`config.mk`:
```
export PLATFORM = sky130hd
export DESIGN_NAME = dir_name_hash16
export DESIGN_NICKNAME = d
export VERILOG_FILES = /design/src/hdl/dnh_pkg.sv /design/src/hdl/dnh_front.sv /design/src/hdl/dnh_fifo.sv /design/src/hdl/dnh_back.sv /design/src/hdl/dir_name_hash16.sv
export SDC_FILE = /design/constraint.sdc
export NUM_CORES = 1
export LEC_CHECK = 0
export ABC_AREA = 0
export BUFFER_PORTS_ARGS = -buffer_cell sky130_fd_sc_hd__buf_2
export CELL_PAD_IN_SITES_DETAIL_PLACEMENT = 1
export CELL_PAD_IN_SITES_GLOBAL_PLACEMENT = 2
export CORE_MARGIN = 1
export CORE_UTILIZATION = 35
export CTS_BUF_LIST = sky130_fd_sc_hd__clkbuf_8
export CTS_CLUSTER_SIZE = 24
export DETAILED_ROUTE_END_ITERATION = 8
export PLACE_DENSITY_LB_ADDON = 0.1
export SYNTH_ARGS = -nofsm -noshare
export SYNTH_HDL_FRONTEND = slang
export SYNTH_SLANG_ARGS = --single-unit
export TNS_END_PERCENT = 30
```
`constraint.sdc`:
```
create_clock -name clk -period 7.23 [get_ports clk]
set_clock_uncertainty 0.15 [all_clocks]
set_input_delay 0.3615 -clock clk [delete_from_list [all_inputs] [get_ports clk]]
set_output_delay 0.3615 -clock clk [all_outputs]
set_load 0.01 [all_outputs]
```
`src/hdl/dnh_pkg.sv`:
```
// ----------------------------------------------------------------------------
// dnh_pkg: shared types and constants for the directory name hash
// Holds the job handed from the byte packer to the mixing stage and the
// state type of the mixing sequencer.
// ----------------------------------------------------------------------------
package dnh_pkg;

  localparam int unsigned WordW     = 32;
  localparam int unsigned HashW     = 16;
  localparam int unsigned MixSteps  = 7;
  localparam int unsigned StepW     = 3;
  localparam int unsigned ShortLen  = 2;   // names this long or shorter hash to zero

  // One finished name: both accumulators after the final fold.
  typedef struct packed {
    logic [WordW-1:0] acc_a;
    logic [WordW-1:0] acc_b;
    logic             short_name;
  } job_t;

  typedef enum logic [1:0] {
    BK_IDLE,
    BK_RUN,
    BK_DONE
  } back_state_t;

endpackage

```
`src/hdl/dnh_front.sv`:
```
// ----------------------------------------------------------------------------
// dnh_front: byte packer
// Packs sign-extended name bytes into words, folds them alternately into two
// accumulators and hands a finished name to the job queue on its last byte.
// ----------------------------------------------------------------------------
module dnh_front (
  input  logic              clk,
  input  logic              rst_n,
  input  logic              push,
  output logic              full,
  input  logic [7:0]        in_name_byte,
  input  logic              in_last_byte,
  output logic              job_push,
  output dnh_pkg::job_t     job,
  input  logic              job_full
);

  logic [dnh_pkg::WordW-1:0] acc_first_r, acc_first_nxt;
  logic [dnh_pkg::WordW-1:0] acc_second_r, acc_second_nxt;
  logic [dnh_pkg::WordW-1:0] word_r, word_nxt;
  logic [1:0]                slot_r, slot_nxt;
  logic                      to_second_r, to_second_nxt;
  logic [1:0]                len_r, len_nxt;

  logic                      accept;
  logic [dnh_pkg::WordW-1:0] word_sh;
  logic [dnh_pkg::WordW-1:0] word_pad;
  logic [1:0]                len_inc;
  logic                      do_fold;
  logic [dnh_pkg::WordW-1:0] fold_word;
  logic [dnh_pkg::WordW-1:0] acc_first_f, acc_second_f;

  assign full   = job_full;
  assign accept = push && !job_full;

  // Shift in the byte, sign-extended, ORed over the whole word.
  assign word_sh = {word_r[23:0], 8'h00} | {{24{in_name_byte[7]}}, in_name_byte};
  assign len_inc = (len_r == 2'd3) ? len_r : len_r + 2'd1;

  always_comb begin
    case (slot_r)
      2'd0:    word_pad = {word_sh[7:0], 24'h000000};
      2'd1:    word_pad = {word_sh[15:0], 16'h0000};
      2'd2:    word_pad = {word_sh[23:0], 8'h00};
      default: word_pad = word_sh;
    endcase
  end

  assign do_fold   = in_last_byte || (slot_r == 2'd3);
  assign fold_word = in_last_byte ? word_pad : word_sh;

  assign acc_first_f  = to_second_r ? acc_first_r  : (acc_first_r ^ fold_word);
  assign acc_second_f = to_second_r ? (acc_second_r ^ fold_word) : acc_second_r;

  assign job_push       = accept && in_last_byte;
  assign job.acc_a      = acc_first_f;
  assign job.acc_b      = acc_second_f;
  assign job.short_name = (len_inc <= 2'(dnh_pkg::ShortLen));

  always_comb begin
    acc_first_nxt  = acc_first_r;
    acc_second_nxt = acc_second_r;
    word_nxt       = word_r;
    slot_nxt       = slot_r;
    to_second_nxt  = to_second_r;
    len_nxt        = len_r;
    if (accept) begin
      if (in_last_byte) begin
        // End of name: start the next one from scratch.
        acc_first_nxt  = '0;
        acc_second_nxt = '0;
        word_nxt       = '0;
        slot_nxt       = '0;
        to_second_nxt  = 1'b0;
        len_nxt        = '0;
      end else begin
        len_nxt = len_inc;
        if (do_fold) begin
          acc_first_nxt  = acc_first_f;
          acc_second_nxt = acc_second_f;
          to_second_nxt  = !to_second_r;
          word_nxt       = '0;
          slot_nxt       = '0;
        end else begin
          word_nxt = word_sh;
          slot_nxt = slot_r + 2'd1;
        end
      end
    end
  end

  always_ff @(posedge clk) begin
    if (!rst_n) begin
      acc_first_r  <= '0;
      acc_second_r <= '0;
      word_r       <= '0;
      slot_r       <= '0;
      to_second_r  <= 1'b0;
      len_r        <= '0;
    end else begin
      acc_first_r  <= acc_first_nxt;
      acc_second_r <= acc_second_nxt;
      word_r       <= word_nxt;
      slot_r       <= slot_nxt;
      to_second_r  <= to_second_nxt;
      len_r        <= len_nxt;
    end
  end

endmodule

```
`src/hdl/dnh_fifo.sv`:
```
// ----------------------------------------------------------------------------
// dnh_fifo: job queue
// Small queue of finished names between the packer and the mixing stage.
// ----------------------------------------------------------------------------
module dnh_fifo #(
  parameter int unsigned DEPTH = 2
) (
  input  logic          clk,
  input  logic          rst_n,
  input  logic          push,
  input  dnh_pkg::job_t din,
  output logic          full,
  input  logic          pop,
  output dnh_pkg::job_t dout,
  output logic          empty
);

  localparam int unsigned AW = (DEPTH > 1) ? $clog2(DEPTH) : 1;
  localparam int unsigned CW = $clog2(DEPTH + 1);

  dnh_pkg::job_t mem [DEPTH];
  logic [AW-1:0] wr_ptr_r, wr_ptr_nxt;
  logic [AW-1:0] rd_ptr_r, rd_ptr_nxt;
  logic [CW-1:0] count_r, count_nxt;
  logic          do_push, do_pop;

  assign full    = (count_r == CW'(DEPTH));
  assign empty   = (count_r == '0);
  assign do_push = push && !full;
  assign do_pop  = pop && !empty;
  assign dout    = mem[rd_ptr_r];

  always_comb begin
    wr_ptr_nxt = wr_ptr_r;
    rd_ptr_nxt = rd_ptr_r;
    count_nxt  = count_r;
    if (do_push) begin
      wr_ptr_nxt = (wr_ptr_r == AW'(DEPTH - 1)) ? '0 : wr_ptr_r + AW'(1);
    end
    if (do_pop) begin
      rd_ptr_nxt = (rd_ptr_r == AW'(DEPTH - 1)) ? '0 : rd_ptr_r + AW'(1);
    end
    if (do_push && !do_pop) begin
      count_nxt = count_r + CW'(1);
    end else if (do_pop && !do_push) begin
      count_nxt = count_r - CW'(1);
    end
  end

  always_ff @(posedge clk) begin
    if (do_push) begin
      mem[wr_ptr_r] <= din;
    end
  end

  always_ff @(posedge clk) begin
    if (!rst_n) begin
      wr_ptr_r <= '0;
      rd_ptr_r <= '0;
      count_r  <= '0;
    end else begin
      wr_ptr_r <= wr_ptr_nxt;
      rd_ptr_r <= rd_ptr_nxt;
      count_r  <= count_nxt;
    end
  end

endmodule

```
`src/hdl/dnh_back.sv`:
```
// ----------------------------------------------------------------------------
// dnh_back: mixing stage
// Runs the seven-step mix chain on one job, one step per cycle, and holds
// the folded 16-bit hash in an output register until it is taken.
// ----------------------------------------------------------------------------
module dnh_back (
  input  logic                       clk,
  input  logic                       rst_n,
  input  dnh_pkg::job_t              job,
  input  logic                       job_empty,
  output logic                       job_pop,
  output logic                       empty,
  input  logic                       pop,
  output logic [dnh_pkg::HashW-1:0]  out_hash_value
);

  dnh_pkg::back_state_t state_r, state_nxt;

  logic [dnh_pkg::WordW-1:0] t_r, t_nxt;
  logic [dnh_pkg::WordW-1:0] a_r, b_r;
  logic                      short_r;
  logic [dnh_pkg::StepW-1:0] step_r, step_nxt;
  logic                      out_valid_r, out_valid_nxt;
  logic [dnh_pkg::HashW-1:0] hash_r;

  logic                      load_out;
  logic                      last_step;
  logic [dnh_pkg::WordW-1:0] add_term;
  logic [dnh_pkg::WordW-1:0] t_mix;
  logic [dnh_pkg::HashW-1:0] hash_fold;

  assign last_step = (step_r == dnh_pkg::StepW'(dnh_pkg::MixSteps - 1));

  // Next state.
  always_comb begin
    state_nxt = state_r;
    unique case (state_r)
      dnh_pkg::BK_IDLE: if (!job_empty) state_nxt = dnh_pkg::BK_RUN;
      dnh_pkg::BK_RUN:  if (last_step) state_nxt = dnh_pkg::BK_DONE;
      dnh_pkg::BK_DONE: if (!out_valid_r || pop) state_nxt = dnh_pkg::BK_IDLE;
      default:          state_nxt = dnh_pkg::BK_IDLE;
    endcase
  end

  // State outputs.
  always_comb begin
    job_pop  = 1'b0;
    load_out = 1'b0;
    unique case (state_r)
      dnh_pkg::BK_IDLE: job_pop  = !job_empty;
      dnh_pkg::BK_RUN:  ;
      dnh_pkg::BK_DONE: load_out = !out_valid_r || pop;
      default:          ;
    endcase
  end

  always_comb begin
    case (step_r)
      3'd0:    add_term = {8'h00, a_r[31:8]};
      3'd1:    add_term = {16'h0000, a_r[31:16]};
      3'd2:    add_term = {24'h000000, a_r[31:24]};
      3'd3:    add_term = b_r;
      3'd4:    add_term = {8'h00, b_r[31:8]};
      3'd5:    add_term = {16'h0000, b_r[31:16]};
      default: add_term = {24'h000000, b_r[31:24]};
    endcase
  end

  // t * 7 + add - 1, modulo 2^32.
  assign t_mix     = ({t_r[28:0], 3'b000} - t_r) + add_term - 32'd1;
  assign hash_fold = short_r ? '0 : (t_r[15:0] | t_r[31:16]);

  always_comb begin
    t_nxt    = t_r;
    step_nxt = step_r;
    if (job_pop) begin
      t_nxt    = job.acc_a - 32'd1;
      step_nxt = '0;
    end else if (state_r == dnh_pkg::BK_RUN) begin
      t_nxt    = t_mix;
      step_nxt = step_r + dnh_pkg::StepW'(1);
    end
  end

  always_comb begin
    out_valid_nxt = out_valid_r;
    if (load_out) begin
      out_valid_nxt = 1'b1;
    end else if (pop) begin
      out_valid_nxt = 1'b0;
    end
  end

  always_ff @(posedge clk) begin
    t_r    <= t_nxt;
    step_r <= step_nxt;
    if (job_pop) begin
      a_r     <= job.acc_a;
      b_r     <= job.acc_b;
      short_r <= job.short_name;
    end
    if (load_out) begin
      hash_r <= hash_fold;
    end
  end

  always_ff @(posedge clk) begin
    if (!rst_n) begin
      state_r     <= dnh_pkg::BK_IDLE;
      out_valid_r <= 1'b0;
    end else begin
      state_r     <= state_nxt;
      out_valid_r <= out_valid_nxt;
    end
  end

  assign empty          = !out_valid_r;
  assign out_hash_value = hash_r;

endmodule

```
`src/hdl/dir_name_hash16.sv`:
```
// ----------------------------------------------------------------------------
// dir_name_hash16: streaming 16-bit directory name hash
// Name bytes go in one per item; one hash comes out per name.
// ----------------------------------------------------------------------------
// Input channel: drive in_name_byte and in_last_byte with push high; the byte
//   is taken at a clock edge where push is high and full is low. Raise
//   in_last_byte on the final byte of each name.
// Result channel: while empty is low, out_hash_value holds the hash of the
//   oldest finished name; raise pop to take it. Names of two bytes or fewer
//   hash to zero. Bytes that are not final give no result.
// Throughput: one byte per cycle in the packer while full is low. The mixing
//   stage mixes one name at a time (load, seven mix steps, write-out) and
//   takes the next only when done, so names arriving faster are paced by
//   the mixer; the job queue of JOB_DEPTH names absorbs short bursts.
// Path: the job of a name enters the queue with its final byte; the mixer
//   loads it, runs the mix steps and folds the hash into the result register.
// Stall: while the result waits, the mixer holds its finished job, the job
//   queue fills, and full rises only once the queue has no room; bytes that
//   are not final are still taken only while full is low.
// Reset: synchronous, active low; clears the packer, empties the queue and
//   drops any waiting result. No clearing pass is needed.
// ----------------------------------------------------------------------------
module dir_name_hash16 #(
  parameter int unsigned JOB_DEPTH = 2
) (
  input  logic        clk,
  input  logic        rst_n,
  input  logic        push,
  output logic        full,
  input  logic [7:0]  in_name_byte,
  input  logic        in_last_byte,
  output logic        empty,
  input  logic        pop,
  output logic [15:0] out_hash_value
);

  // Finished names travel from the packer to the mixer through the queue.
  dnh_pkg::job_t job_in;
  dnh_pkg::job_t job_out;
  logic          job_push;
  logic          job_full;
  logic          job_pop;
  logic          job_empty;

  // Pack bytes, fold words, and hand over a name on its last byte.
  dnh_front u_front (
    .clk          (clk),
    .rst_n        (rst_n),
    .push         (push),
    .full         (full),
    .in_name_byte (in_name_byte),
    .in_last_byte (in_last_byte),
    .job_push     (job_push),
    .job          (job_in),
    .job_full     (job_full)
  );

  // Decouple the packer from the mixer.
  dnh_fifo #(
    .DEPTH (JOB_DEPTH)
  ) u_fifo (
    .clk   (clk),
    .rst_n (rst_n),
    .push  (job_push),
    .din   (job_in),
    .full  (job_full),
    .pop   (job_pop),
    .dout  (job_out),
    .empty (job_empty)
  );

  // Mix one name at a time and hold the result until popped.
  dnh_back u_back (
    .clk            (clk),
    .rst_n          (rst_n),
    .job            (job_out),
    .job_empty      (job_empty),
    .job_pop        (job_pop),
    .empty          (empty),
    .pop            (pop),
    .out_hash_value (out_hash_value)
  );

`ifndef SYNTHESIS
  // The packer never hands over a name the queue cannot hold.
  a_push_room: assert property (@(posedge clk) disable iff (!rst_n)
    job_push |-> !job_full)
    else $error("job handed over while queue is full");

  // A handed-over name is in the queue on the next cycle.
  a_push_lands: assert property (@(posedge clk) disable iff (!rst_n)
    job_push |=> !job_empty)
    else $error("job queue empty right after a handover");

  // The mixer only takes a job that is there.
  a_pop_valid: assert property (@(posedge clk) disable iff (!rst_n)
    job_pop |-> !job_empty)
    else $error("mixer took a job from an empty queue");
`endif

endmodule
```
Yosys cells after proc, flatten, opt, wreduce, memory -nomap -nowiden
Memories as Yosys holds them, arrays and structs flattened. A register that Yosys moved wholly into a read port is not among the register bits.
Index checks and enable logic that the tools add are counted.
{"block": "word_totals", "ff_bits": 216, "mem_bits_rw": 130, "inputBits": 13, "output_inout_bits": 18, "word_cells": 109, "memories": 1}
{"block": "op_classes", "add_sub_neg": 11, "magnitude_cmp": 1, "eq_ne": 16, "mux": 35, "n_bitwise": 4, "n_reduce_logical": 24}
{"name": "u_fifo.mem", "words": 2, "width": 65, "read_ports": 1, "rd_ports_with_merged_regs": 1, "wr": 1, "line": "dnh_fifo.sv:21", "text": "dnh_pkg::job_t mem [DEPTH];"}
{"operator": "$mux 32", "n": 9}
{"operator": "$pmux 32 s6", "n": 1}
{"operator": "$pmux 32 s3", "n": 1}
{"operator": "$sub 32x1->32 const B", "n": 2}
{"operator": "$xor 32x32->32", "n": 2}
{"operator": "$mux 24", "n": 2}
{"operator": "$add 32x32->32", "n": 1}
{"operator": "$or 32x32->32", "n": 1}
{"operator": "$sub 32x32->32", "n": 1}
{"operator": "$mux 2", "n": 9}
{"operator": "$or 16x16->16", "n": 1}
{"operator": "$mux 1", "n": 12}
{"operator": "$eq 2x2->1 const B", "n": 5}
{"operator": "$eq 3x3->1 const B", "n": 3}
{"operator": "$reduce_bool 2->1", "n": 4}
{"operator": "$add 2x1->2 const B", "n": 3}
{"operator": "$eq 3x2->1 const B", "n": 2}
{"operator": "$logic_and 1x1->1", "n": 6}
{"operator": "$logic_not 1->1", "n": 6}
{"operator": "$logic_not 2->1", "n": 3}
{"operator": "$pmux 2 s3", "n": 1}
{"operator": "$eq 2x1->1 const B", "n": 2}
{"operator": "$ne 2x1->1 const B", "n": 2}
{"operator": "$add 3x1->3 const B", "n": 1}
{"operator": "9 further kinds", "n": 11}

Longest topological paths before layout
{"block": "logic_depth", "depth_word": 9, "depth_mapped": 22, "depth_no_buf": 18}

Modules after synthesis
From an unflattened synthesis, not the netlist that was laid out.
{"block": "unflattened", "hier_cells": 1707, "hier_area_um2": 18073.6}
{"module": "dnh_back", "instances": 1, "cells_per_inst": 785, "area_per_inst_um2": 7888.8, "seq_area_each_um2": 3273.1}
{"module": "dnh_front", "instances": 1, "cells_per_inst": 695, "area_per_inst_um2": 5267.6, "seq_area_each_um2": 1861.8}
{"module": "dnh_fifo", "instances": 1, "cells_per_inst": 227, "area_per_inst_um2": 4917.2, "seq_area_each_um2": 4003.8}

Least setup slack after synthesis
No wires, ideal clock.
{"block": "synth_timing", "path_kind": "reg-to-reg", "from": "register u_back.step_r[2] (netlist name)", "to": "register u_back.t_r[31] (netlist name) (data pin)", "setup_ns": 0.136, "arrival_ns": 4.861, "required_ns": 6.944, "slack_ns": 2.083, "stages_incl_launch_ff": 22, "path_buffers": 5, "period_less_slack_ns": 5.147, "path_cell_list": "dfxtp_1 > clkbuf_1 > buf_1 > inv_1 > buf_1 > ha_1 > clkbuf_1 > or4_1 > clkbuf_1 > nand3_1 > o21ai_0 > fa_1 > inv_1 > ha_1 > a21o_1 > a211o_1 > o21bai_1 > o21ai_1 > a31oi_1 > o21ai_0 > or4_1 > nand3_1"}
{"block": "synth_via", "elab_chain_len": 6, "elab_cells_between_ends": 11, "classes_between": "2 x add/sub; 5 x eq/ne; 3 x mux; 1 x reduce/logical"}
{"element": "start, declared", "line": "dnh_back.sv:22", "text": "logic [dnh_pkg::StepW-1:0] step_r, step_nxt;"}
{"element": "start signal, assigned", "line": "dnh_back.sv:96", "text": "step_r <= step_nxt;"}
{"element": "$eq 3x3->1, or another cell as far along", "line": "dnh_back.sv:58", "text": "case (step_r)"}
{"element": "$pmux 32 s6 *", "line": "dnh_back.sv:58"}
{"element": "$add 32x32->32 *", "line": "dnh_back.sv:70", "text": "assign t_mix = ({t_r[28:0], 3'b000} - t_r) + add_term - 32'd1;"}
{"element": "$sub 32x1->32 *", "line": "dnh_back.sv:70"}
{"element": "$mux 32 *", "line": "dnh_back.sv:79", "text": "end else if (state_r == dnh_pkg::BK_RUN) begin"}
{"element": "$mux 32 *", "line": "dnh_back.sv:76", "text": "if (job_pop) begin"}
{"element": "net u_back.t_nxt, one bit", "line": "dnh_back.sv:19", "text": "logic [dnh_pkg::WordW-1:0] t_r, t_nxt;"}
{"element": "end signal, assigned", "line": "dnh_back.sv:95", "text": "t_r <= t_nxt;"}
{"element": "end, declared", "line": "dnh_back.sv:19"}
Mark *: on every way through the listed nets, which the timed path passes. The rest lies on a longest branch. The select of a mux whose other input is x is not followed.
A chain may end at the register's enable or synchronous reset.

Final worst setup path
Ends and elaborated chain as after synthesis.

==> out/summary.txt <==
Status - complete, no violations
Fmax - 0.183 GHz
CTS tree - done
Drt pass-1 iters - 7
Clock Sink Count - 339
Netlist Area Pre-Place - 17700 um2
Num CTS Buffers - 61
Seq/Total Area, Yosys - 0.515
Synth-to-layout area growth - 11.9%
Gate Count Post-Synth - 1617
Vias in the first global route - 12.8k
Arr. time, crit path - 5.84 ns
Die Wd - 227 um
Ys async rst share - 0
Antenna cells - 0
CP Launch Type - flop
Vias - 12.4k
EDFF count, synth - 235
Avg Cell Area, Syn - 11.0 um2
Core area - 50100 um2
Nets - 1732
Max-slew headroom - 0.292
Clock Pin Slew Worst Setup and Hold Paths - 0.06 ns
Num ports - 31
Clk_lat worst skew - 0.69 ns
Hold_ws - 0.216 ns
Period utilization - 0.755
CP endpoint kind - flop
CP required - 7.61 ns
Total gr overflow - 0
Slew Viols, Final - 0
Routability congestion estimate - 0.925
HPWL Detailed - 37.4 mm
Vias per cell - 5.25
Syn nets - 1703
# DRC - 0
CTS Root Cell - clkbuf_8
GRT Util Overall - 0.209
R2r setup slk - 1.77 ns
Antenna-violating nets left - 0
RSZ-0062 raised after global routing - no
Largest net degree at the start of global routing - 77
Die height - 227 um
Die Area - 51600 um2
Iter 0 DRT Violations - 831
Commonest non-fill, non-tap cells in the layout - edfxtp_1, nand2_1, inv_1
Number of synthesized register bits - 339
Yosys cell types - 70
Postcts setup bufs - 0
Ys flop type - edfxtp_1
WL/cell - 22.4 um
Setup CP Type - reg -> reg
Final hold vios - 0
Number of core rows - 82
Worst Path Max Fanout - 25
H-tree depth - 2
Hold WC Path Type - in -> reg
Design area - 19900 um2
Worst-Margin Slew - 1.06 ns
Share of cells above drive strength 1 - 0.128
CTS Buffer Depth - 3
TNS Setup - 0 ns
Global-route wire length before repair - 80.2 mm
Initial antenna violation count - 0
Area post-placement - 18500 um2
Routed WL - 53.1 mm
Layout Utilization - 0.397
Commonest non-fill, non-tap cell in the layout - edfxtp_1
Synth warn - 0
Final setup viols - 0
Initial core utilization - 0.354
Max-cap violation count - 0
IO buf count - 30
Fin crit period - 5.46 ns
final timing paths:
check             cells past startpoint           endpoint        startpoint
setup / recovery                     17     u_back.t_r[31]  u_back.step_r[2]
hold / removal                        4  u_front.word_r[7]   in_name_byte[7]
setup reg to reg                     17     u_back.t_r[31]  u_back.step_r[2]
hold reg to reg                       2   u_front.len_r[1]  u_front.len_r[1]
cell families after synthesis:
kind of cell | synth area share
AO/OA/AOI/OAI | 0.141
XOR/XNOR | 0.0626
adder cells (fa/ha/maj) | 0.0637
buffers and inverters | 0.0436
flip-flops | 0.515
multiplexers | 0.0553
AND/OR/NAND/NOR | 0.119
state kept, by name, indices dropped and copies added, names as in the netlist, named ones only:
register / count
u_back.a_r: 24
u_back.b_r: 32
u_back.out_hash_value: 16
u_back.out_valid_r: 1
u_back.short_r: 1
u_back.state_r: 2
u_back.step_r: 3
u_back.t_r: 32
u_fifo.count_r: 2
u_fifo.mem: 130
u_fifo.rd_ptr_r: 1
u_fifo.wr_ptr_r: 1
u_front.acc_first_r: 32
u_front.acc_second_r: 32
u_front.len_r: 2
u_front.slot_r: 2
u_front.to_second_r: 1
u_front.word_r: 24
cell usage after synthesis (16+ instances only):
cell type	number	area share
mux2_2	64	0.041
inv_1	104	0.022
a21oi_1	82	0.023
nand2_1	126	0.027
mux2i_1	23	0.013
nor2_1	102	0.022
fa_1	29	0.033
xor2_1	44	0.022
nor2b_1	82	0.029
o21ai_0	44	0.012
a21o_1	16	0.0068
nand3_1	19	0.0054
clkbuf_1	68	0.014
a22oi_1	80	0.034
edfxtp_1	235	0.40
dfxtp_1	104	0.12
ha_1	44	0.031
o22ai_1	18	0.0063
nor3_1	29	0.0082
xnor2_1	81	0.040
a222oi_1	17	0.0096
routing by layer:
layer / GRT usage / share of wire / vias to the layer above
met5: 0 / 0 / -
met4: 0.0749 / 0.028 / 0
met3: 0.0275 / 0.031 / 88
met2: 0.342 / 0.47 / 237
met1: 0.284 / 0.47 / 6198
li1: - / - / 5909
worst max-delay path, stage by stage (launching register included):
cell and delay [ns]:
dfxtp_1 0.32, buf_4 0.30, inv_1 0.31, ha_1 0.30, or4_1 0.66, nand3_1 0.12
o21ai_0 0.13, fa_1 0.51, inv_1 0.04, ha_1 0.35, a21o_1 0.24, a211o_1 0.22
o21bai_1 0.27, o21ai_1 0.21, a31oi_1 0.44, o21ai_0 0.21, or4_1 0.42, nand3_1 0.10
cell type report:
| cell class | count | area (um2) |
|---|---|---|
| Clock buffer | 64 | 881 |
| Clock inverter | 51 | 340 |
| Fill cell | 5536 | 30200 |
| Inverter | 105 | 395 |
| Multi-Input combinational cell | 1081 | 7880 |
| Sequential cell | 339 | 9140 |
| Tap cell | 672 | 841 |
| Timing Repair Buffer | 58 | 383 |
per-stage QoR:
step | std cells | worst slack, ns
after floorplan | 1617 | 2.08
after global placement | 2246 | 1.95
after detailed placement | 2246 | 1.84
after CTS | 2370 | 1.79
after global routing | 2370 | 1.44
final | 2370 | 1.77
repair_timing:
| item | CTS | global route |
|---|---|---|
| gates resized for setup | 0 | 0 |
| hold buffers | 9 | 0 |
| hold endpoints to repair | 10 | 0 |
Power is left out: the tool's default activity adds up to more than one toggle a clock period on the data nets, which glitch-free logic cannot reach.
